==> config.mk <==
export PLATFORM = sky130hd
export DESIGN_NAME = hht_ctrl
export DESIGN_NICKNAME = d
export VERILOG_FILES = /design/src/rtl/hht_pkg.sv /design/src/rtl/hht_ctrl.sv
export SDC_FILE = /design/constraint.sdc
export NUM_CORES = 1
export LEC_CHECK = 0
export CAP_MARGIN = 10
export CORE_AREA = 2 2 39 41
export DETAILED_ROUTE_END_ITERATION = 16
export DIE_AREA = 0 0 41 43
export DONT_BUFFER_PORTS = 1
export PLACE_DENSITY = 0.41
export SYNTH_ARGS = -nofsm -noshare
export SYNTH_HDL_FRONTEND = slang
export SYNTH_SLANG_ARGS = --single-unit
export TNS_END_PERCENT = 30
==> constraint.sdc <==
create_clock -name clk -period 2.3 [get_ports clk]
set_input_delay 0.23 -clock clk [delete_from_list [all_inputs] [get_ports clk]]
set_output_delay 0.23 -clock clk [all_outputs]
set_load 0.05 [all_outputs]
==> src/rtl/hht_pkg.sv <==
`timescale 1ns / 1ps

package hht_pkg;

  localparam int NUM_SQUARES = 64;
  localparam int TBL_DEPTH = NUM_SQUARES * NUM_SQUARES;
  localparam int ADDR_W = $clog2(TBL_DEPTH);

  localparam int HIST_LIMIT = 16384;
  localparam int LIMIT_SH = $clog2(HIST_LIMIT);
  localparam int BONUS_CAP = 2100;
  localparam int BONUS_STEP = 300;
  localparam int REWARD_MIN_DEPTH = 2;

  localparam int FUNC_W = 2;
  localparam int SQ_FIELD_W = 6;
  localparam int DEPTH_W = 7;
  localparam int SCORE_W = 16;

  // Raw bonus 300*depth-300 needs 17 signed bits; the capped bonus fits 13.
  localparam int RAW_W = 17;
  localparam int BONUS_W = 13;
  localparam int MAG_W = BONUS_W - 1;
  localparam int PROD_W = 29;
  localparam int SUM_W = 18;

  typedef enum logic [FUNC_W-1:0] {
    FUNC_REWARD   = 2'd0,
    FUNC_PENALIZE = 2'd1,
    FUNC_READ     = 2'd2
  } func_t;

  // Commands from the controller to the datapath.
  typedef struct packed {
    logic clr;     // write zero at the sweep address and advance it
    logic load;    // capture a request and read its table entry
    logic mul;     // register entry times bonus magnitude
    logic commit;  // write back the entry and load the output register
  } cmd_t;

  // Status from the datapath to the controller.
  typedef struct packed {
    logic clr_last;  // the sweep is at the final table entry
  } status_t;

endpackage

==> src/rtl/hht_ctrl.sv <==
`timescale 1ns / 1ps

module hht_ctrl (
  input  logic            clk,
  input  logic            rst_n,
  input  logic            in_valid,
  output logic            in_ready,
  output logic            out_valid,
  input  logic            out_ready,
  input  hht_pkg::status_t status,
  output hht_pkg::cmd_t    cmd
);

  typedef enum logic [1:0] {
    S_CLEAR,
    S_IDLE,
    S_MUL,
    S_WB
  } state_t;

  state_t state_r, state_nxt;
  logic   out_valid_r, out_valid_nxt;
  logic   slot_free;

  assign slot_free = !out_valid_r || out_ready;

  always_comb begin
    cmd.clr    = (state_r == S_CLEAR);
    cmd.load   = (state_r == S_IDLE) && in_valid;
    cmd.mul    = (state_r == S_MUL);
    cmd.commit = (state_r == S_WB) && slot_free;
  end

  always_comb begin
    state_nxt     = state_r;
    out_valid_nxt = out_valid_r && !out_ready;
    case (state_r)
      S_CLEAR: begin
        if (status.clr_last) state_nxt = S_IDLE;
      end
      S_IDLE: begin
        if (in_valid) state_nxt = S_MUL;
      end
      S_MUL: begin
        state_nxt = S_WB;
      end
      S_WB: begin
        if (slot_free) begin
          state_nxt     = S_IDLE;
          out_valid_nxt = 1'b1;
        end
      end
      default: begin
        state_nxt = S_CLEAR;
      end
    endcase
  end

  always_ff @(posedge clk) begin
    if (!rst_n) begin
      state_r     <= S_CLEAR;
      out_valid_r <= 1'b0;
    end else begin
      state_r     <= state_nxt;
      out_valid_r <= out_valid_nxt;
    end
  end

  assign in_ready  = (state_r == S_IDLE);
  assign out_valid = out_valid_r;

endmodule

=== Yosys cells after proc, flatten, opt, wreduce, memory -nomap -nowiden ===
Index checks and enable logic that the tools add are counted.

* Bits in registers: 3
* Latch bits: 0
* Bits in writable memories: 0
* Bits in read-only memories: 0
* Output and inout port bits: 6
* Memories kept: 0

* Add/sub/neg operators: 0
* Multiply operators: 0
* Divide/modulo/power cells: 0
* $lt $le $gt $ge: 0
* Equal/unequal tests: 6
* Shifts and indexed selects: 0
* Mux-type cells: 6
* Bitwise logic cells: 0
* Reductions and logical operators: 8

{| class="wikitable"
|+ Operators with widths
! kind !! number
|-
| case mux 2 bit (4 select lines) || 1
|-
| two-way mux 2 bit || 3
|-
| inequality test 2 bit, second input constant || 3
|-
| equality test 2 bit, second input constant || 2
|-
| logical AND 1 bit || 3
|-
| AND reduction 3 bit || 1
|-
| equality test 2 x 1 -> 1 bit, second input constant || 1
|-
| logical NOT 1 bit || 2
|-
| logical NOT 2 bit || 1
|-
| two-way mux 1 bit || 2
|-
| logical OR 1 bit || 1
|}

=== Longest topological paths before layout ===
Gate-level depths: netlist of run 1.

* Depth in word-level cells: 4
* Gate-level depth with buffers: 4

=== Worst setup path before layout of run 1 ===
OpenSTA, ideal clock, no wires.

* Kind: register to output
* Start: register out_valid_r (netlist: out_valid)
* End: output cmd[0] (netlist bit)
* Arrival: 1392 ps
* Data required time: 2070 ps
* Setup slack: 678 ps
* Stages on the path, launching flop included: 3
* Cell sequence: dfxtp_1 -> nor2b_2 -> nor2b_1

{| class="wikitable"
|+ RTL lines
! item !! RTL line !! RTL
|-
| start, declared || hht_ctrl.sv:22 || <nowiki>logic out_valid_r, out_valid_nxt;</nowiki>
|-
| start signal, assigned || hht_ctrl.sv:65 || <nowiki>out_valid_r <= out_valid_nxt;</nowiki>
|-
| end, declared || hht_ctrl.sv:11 || <nowiki>output hht_pkg::cmd_t cmd</nowiki>
|}

==> results of run 1 <==
[worst min path at each step]
stage                           end   from  slack (ns)  cells past startpoint
6_report       out_valid$_SDFF_PN0_  rst_n        0.12                      1
5_1_grt        out_valid$_SDFF_PN0_  rst_n        0.13                      1
4_1_cts        out_valid$_SDFF_PN0_  rst_n        0.11                      1
3_5_place_dp   out_valid$_SDFF_PN0_  rst_n        0.36                      1
3_3_place_gp   out_valid$_SDFF_PN0_  rst_n        0.36                      1
2_1_floorplan  out_valid$_SDFF_PN0_  rst_n        0.35                      1
[flip-flops by register name, indices dropped and copies added, names as in the netlist]
register   cells
out_valid      1
state_r        2
[power by group through the flow]
| stage | combinational (mW) | clock [mW] | sequential, mW |
|---|---|---|---|
| after global placement | 0.224 | 0 | 0.0939 |
| after floorplan | 0.204 | 0 | 0.0886 |
| after CTS | 0.225 | 0.0987 | 0.0931 |
| after global routing | 0.238 | 0.101 | 0.0948 |
| final | 0.222 | 0.0926 | 0.0925 |
| after detailed placement | 0.225 | 0 | 0.0937 |
[cells in the final DEF (no fill, tap or decap)]
cell / instances
ha_1: 5
inv_1: 4
nand2_1: 3
clkbuf_4: 3
dfxtp_1: 3
mux2i_1: 2
and2_2: 1
nor2b_2: 1
nor2b_1: 1
o21a_1: 1
or2b_1: 1
a222oi_1: 1
clkbuf_1: 1
buf_4: 1
[stage by stage]
step / hold WS [ns] / cell area, um^2 / power (mW) / std cells / util [%]
finish: 0.120 / 270 / 0.407 / 44 / 19.5
detailed placement: 0.357 / 244 / 0.319 / 40 / 17.6
global placement: 0.357 / 244 / 0.317 / 40 / 17.6
floorplan: 0.348 / 216 / 0.293 / 23 / -
CTS: 0.109 / 270 / 0.417 / 44 / 19.5
global route: 0.128 / 270 / 0.434 / 44 / 19.5
[kinds of logic (layout without fill, tap and decap cells)]
kind of cell / Yosys count / count (layout) / share of synthesized area (%)
compound gates: 2 / 2 / 8.09
simple gates: 7 / 7 / 19.1
buf+inv: 4 / 9 / 6.93
fa+ha+maj: 5 / 5 / 28.9
mux: 2 / 2 / 9.25
flops: 3 / 3 / 27.7
[area by class of cell]
cell class | instances | share of cell area (%)
clock buffer | 4 | 9.72
sequential | 3 | 22.2
timing repair buffer | 1 | 2.78
inverter | 4 | 5.56
tap | 16 | 7.41
multi-input combinational | 16 | 52.3
[cells in the mapped netlist]
library cell  n
ha_1          5
inv_1         4
dfxtp_1       3
nand2_1       3
mux2i_1       2
a222oi_1      1
and2_2        1
nor2b_1       1
nor2b_2       1
o21a_1        1
or2b_1        1
[layer usage]
layer,track usage [%],share of wire [%],vias to the layer above
li1,-,-,82
met1,6.43,45,66
met2,7.50,42,10
met3,6.28,13,0
met4,4.00,0,0
met5,0,0,-
==> metrics.md, run 1 <==
| Metric | Value |
|---|---|
| Final setup viols | 0 |
| Final Critical Period | between 1.5 and 2 ns |
| Die height | 43 um |
| Yosys reg bits | 3 |
| Placer Congestion | ~0.55 |
| Port bufs | 0 |
| Flop2flop setup slack | between 0.5 and 0.6 ns |
| First-pass GRT wire length | 662 um |
| Multi-input gate area | between 100 and 150 um^2 |
| Row cnt | 14 |
| FILL cells | 154 |
| Setup ws final | roughly 0.46 ns |
| Synth-to-Final Area Change | 24.9% |
| DRC | 0 |
| Net Sw Frac | between 50% and 60% |
| Max Cap Viol | 0 |
| Clock share of power | between 20% and 30% |
| Total stage count of the critical path | 3 |
| Final wirelength | between 300 and 400 um |
| Initial DRC Count | 5 |
| RSZ-0062 raised after global routing | no |
| Rel. slew slack | a little under two thirds |
| Avg Cell Area, Syn | approximately 9.4 um^2 |
| Initial antenna violation count | 0 |
| Slowest-stage cell, CP | ha_1 |
| CP startpoint | state_r[1]$_SDFFE_PN0P_ |
| Syn Nets | 33 |
| CP peak stage delay | 0.51 ns |
| Starting Density | between 10% and 20% |
| Final Hold Vio Count | 0 |
| Total negative slack | 0 ns |
| Pwr/cell area | 1510 nW/um^2 |
| Yosys cell types | 11 |
| Top Ports | 11 |
| Total global-route track usage | approximately 6.2% |
| Die X-Extent | around 40 um |
| CTS Buffer Depth | 2 |
| Data required, critical path | roughly 2.1 ns |
| Via density per instance | 3.59 |
| Arr. time, crit path | 1.61 ns |
| CTS resizes | 0 |
| DP HPWL | 302 um |
| Worst min-delay path class | primary input to flip-flop |
| Final nets | 39 |
| Int Power | about 0.19 mW |
| Logic pwr share | a little over half |
| Largest area contributor in the netlist | ha_1 |
| Antenna Cells | 0 |
| Post-DRT Antenna Nets | 0 |
| Reg power frac | approximately 23% |
| Critical path class | flip-flop to primary output |
| Max frequency | around 540 MHz |
| Status | complete, no violations |
| Worst slack, placed | around 0.54 ns |
| Vias in the first global route | roughly 170 |
| Max VDD drop | 250 uV |
| Synthesized cell area | approximately 220 um^2 |
| Total CTS buffers | 3 |
| Sequential area share after synthesis | between 20 and 30% |
| WP buf/inv | 1 |
| Synth top area share | between 20% and 30% |
| R2r endpoint | state_r[1]$_SDFFE_PN0P_ |
| Worst reg2reg startpoint | state_r[1]$_SDFFE_PN0P_ |
| Clk_lat worst skew | 0.23 ns |
| CP delay by family, top | adder cells |
| Post-Syn Instances | 23 |
| YS warnings | 0 |
| Overflow after GRT | 0 |
| Worst Setup Start Kind | flip-flop |
| Core ar. | 1380 um^2 |
| Post-CTS Setup Repair Bufs | 0 |
| DRT Pass-1 Iters | 4 |
| Via count | roughly 160 |
| Die Footprint | between 1500 and 2000 um^2 |
| H-tree Lvls | 1 |
| CTS Sinks | 3 |
| Slew @ Worst Pin | approximately 0.55 ns |
| DR WL/cell | around 9 um |
| Sw power | ~0.21 mW |
| TritonCTS clock tree | yes |
| Slew Viols, Final | 0 |
| Pleak | between 0.1 and 0.15 nW |
| Root Buffer | clkbuf_4 |
| Hold_buf cts | 0 |
| FF/Latch Area | approximately 60 um^2 |
| Critical Path Sink | cmd[2] |
| Share of cells above drive strength 1 | 21.4% |
| Layout Skew | around 0.00065 ns |
| Final worst path period share | 80.1% |
| Crit-path cells | inv_1, ha_1, and2_2 |
| Largest cells by area after synthesis | ha_1 29%, dfxtp_1 28%, mux2i_1 9.2%, inv_1 6.9%, nand2_1 5.2% |
| Worst Setup End Kind | primary output |
| Largest net degree at the start of global routing | 6 |
| Worst reg2reg path depth | 4 |
| Critical path peak fanout | 4 |
| Clk slew on worst S/H paths | 0.04 ns |
No activity file was read; power rests on OpenSTA's default activity.
==> inputs of run 2 (changes only) <==
==> constraint.sdc (replaced) <==
create_clock -name clk -period 1.8 [get_ports clk]
set_input_delay 0.18 -clock clk [delete_from_list [all_inputs] [get_ports clk]]
set_output_delay 0.18 -clock clk [all_outputs]
set_load 0.05 [all_outputs]
==> run 2 against run 1 <==
Against the previous run:
- sequential cell count did not move
- via count rose by 8.2%
- highest routed layer unchanged
- sequential share of layout area fell by 1.7 points
==> metrics.md, run 2 (synthesis gave the netlist of run 1 again) <==
| Metric | Value |
|---|---|
| RSZ-0062 raised after global routing | no |
| Arr. time, crit path | approximately 1.7 ns |
| Flop2flop setup slack | 0.31 ns |
| Via count | 171 |
| Critical path class | flip-flop to flip-flop |
| Commonest non-fill, non-tap cell in the layout | ha_1 |
| Top Ports | 11 |
| Clk slew on worst S/H paths | ~0.040 ns |
| Worst Setup End Kind | flip-flop |
| Final nets | 42 |
| Die height | ~43 um |
| Final worst path period share | about 83% |
| Final wirelength | 407 um |
| Vias in the first global route | 166 |
| Starting Density | ~16% |
| Critical path peak fanout | 5 |
| Post-CTS Setup Repair Bufs | 0 |
| Die X-Extent | between 40 and 50 um |
| CP peak stage delay | 0.47 ns |
| Antenna Cells | 0 |
| Post-DRT Antenna Nets | 0 |
| Status | complete, no violations |
| Final Hold Vio Count | 0 |
| Total global-route track usage | ~6.1% |
| Data required, critical path | about 2.0 ns |
| Synth-to-Final Area Change | 35.3% |
| Max VDD drop | a little over 400 uV |
| CTS resizes | 0 |
| CTS Buffer Depth | 2 |
| FILL cells | about 160 |
| Slowest-stage cell, CP | a222oi_1 |
| Largest register FFs | 2 |
| First-pass GRT wire length | roughly 680 um |
| Most frequent cells in the layout | 5 x ha_1, 4 x inv_1, 4 x buf_4 |
| Worst Setup Start Kind | flip-flop |
| H-tree Lvls | 1 |
| Crit-path cells | inv_1, ha_1, a222oi_1, mux2i_1 |
| Final core utilization | around a fifth |
| Max frequency | between 600 and 700 MHz |
| Largest net degree at the start of global routing | 6 |
| Slew @ Worst Pin | approximately 0.5 ns |
| Initial DRC Count | 6 |
| Max Cap Viol | 0 |
| Hold_buf cts | 0 |
| Core ar. | 1380 um^2 |
| Overflow after GRT | 0 |
| CTS Sinks | 3 |
| Pleak | 0.149 nW |
| DRT Pass-1 Iters | 4 |
| Die Footprint | approximately 1800 um^2 |
| TritonCTS clock tree | yes |
| Largest Register | state_r |
| Root Buffer | clkbuf_4 |
| DR WL/cell | 8.66 um |
| Clk_lat worst skew | between 0.2 and 0.25 ns |
| Total negative slack | 0 ns |
| Pwr/cell area | approximately 1900 nW/um^2 |
| Via density per instance | 3.64 |
| Row cnt | 14 |
| WP buf/inv | 1 |
| Total CTS buffers | 3 |
| Layout Skew | 0.000512 ns |
| Placer Congestion | approximately 0.55 |
| Port bufs | 0 |
| Final Critical Period | roughly 1.5 ns |
| Final setup viols | 0 |
| CP delay by family, top | compound AO/OA/AOI/OAI gates |
| Share of cells above drive strength 1 | about 29% |
| Rel. slew slack | 65.8% |
| DRC | 0 |
| Initial antenna violation count | 0 |
| Worst min-delay path class | primary input to flip-flop |
| Slew Viols, Final | 0 |
-- run 2: cell type report --
class	instances	area (um^2)	share of cell area (%)
flip-flops and latches	3	60.1	20.5
repair buffers	4	30.0	10.3
inverters	4	15.0	5.13
well taps	16	20.0	6.84
clock buffers	4	26.3	8.97
multi-input cells	16	141	48.3
-- run 2: power by group --
group          leakage [nW]  internal (mW)  switching (mW)
clock                0.0150         0.0831          0.0359
combinational         0.110         0.0999           0.221
sequential           0.0247         0.0873          0.0222
total                 0.149          0.270           0.279
-- run 2: layer usage --
| layer | up-vias | wire length (um) | global-route usage (%) |
|---|---|---|---|
| li1 | 88 | - | - |
| met1 | 74 | 187 | 7.69 |
| met3 | 0 | 46 | 4.71 |
| met5 | - | 0 | 0 |
| met4 | 0 | 0 | 4.00 |
| met2 | 9 | 173 | 6.88 |
-- run 2: final timing paths --
path,startpoint,end,depth (start not counted)
max reg2reg,state_r[0]$_SDFFE_PN0P_,state_r[0]$_SDFFE_PN0P_,4
min,rst_n,out_valid$_SDFF_PN0_,1
min reg2reg,state_r[1]$_SDFFE_PN0P_,state_r[1]$_SDFFE_PN0P_,2
max,state_r[0]$_SDFFE_PN0P_,state_r[0]$_SDFFE_PN0P_,4
-- run 2: per-stage QoR --
stage          setup WS (ns)  total power [mW]  hold slack (ns)  cells  cell area [um^2]
3_5_place_dp           0.309             0.434            0.304     43               267
4_1_cts                0.301             0.560           0.0572     47               293
2_1_floorplan          0.194             0.374            0.298     23               216
5_1_grt                0.168             0.600           0.0595     47               293
6_report               0.312             0.549           0.0652     47               293
3_3_place_gp           0.337             0.431            0.304     43               267
-- run 2: worst register-to-register path: stages (launching register included) --
cell      delay (ns)
dfxtp_1         0.40
inv_1           0.09
ha_1            0.22
a222oi_1        0.47
mux2i_1         0.24
==> inputs of run 3 (changes only) <==
==> constraint.sdc (replaced) <==
create_clock -name clk -period 1.43 [get_ports clk]
set_input_delay 0.143 -clock clk [delete_from_list [all_inputs] [get_ports clk]]
set_output_delay 0.143 -clock clk [all_outputs]
set_load 0.05 [all_outputs]
==> run 3 against run 2 <==
Against the previous run:
- register-to-register slack worse by 0.17 ns
- final cell count up 8.5%
- largest cell class unchanged
- non-clock buffer count is 4 higher
- sequential power rose by 37%
- critical path type is now flip-flop to primary output
- critical path depth stayed put
- worst hold slack got worse by 0.032 ns
- core utilization is 4.6 points higher
==> metrics.md, run 3 (synthesis gave the netlist of run 1 again) <==
| Metric | Value |
|---|---|
| Die height | between 40 and 50 um |
| Max VDD drop | roughly 370 uV |
| Final worst path period share | between 90 and 100% |
| DRT Pass-1 Iters | 4 |
| Synth-to-Final Area Change | 64.7% |
| Pwr/cell area | between 2000 and 2500 nW/um^2 |
| Clk slew on worst S/H paths | roughly 0.040 ns |
| Max Cap Viol | 0 |
| Final Hold Vio Count | 0 |
| Arr. time, crit path | 1.18 ns |
| Data required, critical path | 1.29 ns |
| Layout Skew | around 0.0012 ns |
| Flop2flop setup slack | 0.14 ns |
| Slew @ Worst Pin | ~0.28 ns |
| Max frequency | about 760 MHz |
| Starting Density | ~16% |
| Final wirelength | ~440 um |
| Commonest non-fill, non-tap cell in the layout | buf_4 |
| Initial DRC Count | 5 |
| Final Critical Period | 1.32 ns |
| Antenna Cells | 0 |
| Placer Congestion | 0.666 |
| Share of cells above drive strength 1 | approximately three fifths |
| Root Buffer | clkbuf_4 |
| CP delay by family, top | flip-flops |
| Row cnt | 14 |
| Top Ports | 11 |
| Worst Setup Start Kind | flip-flop |
| Largest Register | state_r |
| Initial antenna violation count | 0 |
| Status | complete, no violations |
| Core ar. | around 1400 um^2 |
| Slowest-stage cell, CP | dfxtp_2 |
| TritonCTS clock tree | yes |
| Largest net degree at the start of global routing | 6 |
| Overflow after GRT | 0 |
| Final setup viols | 0 |
| RSZ-0062 raised after global routing | no |
| Via density per instance | ~3.7 |
| Via count | between 150 and 200 |
| Hold_buf cts | 0 |
| Setup ws final | roughly 0.11 ns |
| Most frequent cells in the layout | 7 x buf_4, 3 x nand2_1, 3 x clkbuf_4 |
| Rel. slew slack | 81.3% |
| CTS Buffer Depth | 2 |
| Vias in the first global route | ~180 |
| Critical path peak fanout | 3 |
| Worst min-delay path class | primary input to flip-flop |
| DRC | 0 |
| Total negative slack | 0 ns |
| Post-DRT Antenna Nets | 0 |
| Placed insts | 44 |
| CP most frequent cell | buf_4 |
| Total global-route track usage | approximately 6% |
| Worst slack, placed | -0.0369 ns |
| Final Power | roughly 0.81 mW |
| Final nets | 46 |
| Clk_lat worst skew | 0.23 ns |
| Port bufs | 0 |
| CTS Sinks | 3 |
| Worst Setup End Kind | primary output |
| Critical path class | flip-flop to primary output |
| Pleak | roughly 0.17 nW |
| Die X-Extent | roughly 40 um |
| CP peak stage delay | a little over 0.3 ns |
| Total CTS buffers | 3 |
| Die Footprint | between 1500 and 2000 um^2 |
| WP buf/inv | 2 |
| H-tree Lvls | 1 |
| Final Non-Filler Cells | between 50 and 60 |
| Slew Viols, Final | 0 |
| First-pass GRT wire length | around 600 um |
| Largest register FFs | 2 |
| Crit-path cells | buf_4, ha_2, nor2b_2, buf_4 |
| DR WL/cell | between 8 and 9 um |
==> run 3: cell types whose count changed in the layout (fill, tap and decap cells not counted), moves of 2 or more <==
| cell | delta |
|---|---|
| buf_4 | +3 |
| dfxtp_1 | -2 |
| ha_1 | -3 |
| ha_2 | +2 |
| inv_1 | -2 |
| inv_2 | +2 |
==> run 3: area by class of cell <==
cell class	count	area [um^2]
Fill cell	148	1030
Multi-Input combinational cell	16	163
Timing Repair Buffer	8	67.6
Sequential cell	3	65.1
Clock buffer	4	26.3
Tap cell	16	20.0
Inverter	4	15.0
==> run 3: through the flow <==
step,area [um^2],util (%),hold WS (ns)
floorplan,224,-,0.261
global placement,282,20.3,0.265
detailed placement,282,20.3,0.269
CTS,324,23.4,0.0244
global route,357,25.8,0.0413
finish,357,25.8,0.0328
==> run 3: repair_timing <==
| action | in CTS | in global routing |
|---|---|---|
| pin swaps | 2 | 1 |
| setup buffers | 1 | 2 |
| resized for setup | 4 | 6 |
| endpoints found under the setup margin | 3 | 3 |
==> run 3: final timing paths <==
path                            from                 endpoint  cells past startpoint
max          state_r[1]$_SDFFE_PN0P_                   cmd[0]                      4
min                            rst_n     out_valid$_SDFF_PN0_                      1
max reg2reg  state_r[0]$_SDFFE_PN0P_  state_r[1]$_SDFFE_PN0P_                      5
min reg2reg  state_r[0]$_SDFFE_PN0P_  state_r[0]$_SDFFE_PN0P_                      2
==> run 3: routing by layer <==
layer | global-route usage [%] | up-vias | share of wire (%)
met2 | 9.06 | 6 | 55
met5 | 0 | - | 0
met1 | 4.15 | 84 | 36
met4 | 8.00 | 0 | 0
li1 | - | 98 | -
met3 | 3.14 | 0 | 9.5
==> run 3: where the power goes <==
| part | switching (mW) | internal [mW] | leakage, nW |
|---|---|---|---|
| clock network | 0.0406 | 0.104 | 0.0150 |
| logic | 0.307 | 0.209 | 0.130 |
| registers | 0.0310 | 0.120 | 0.0256 |
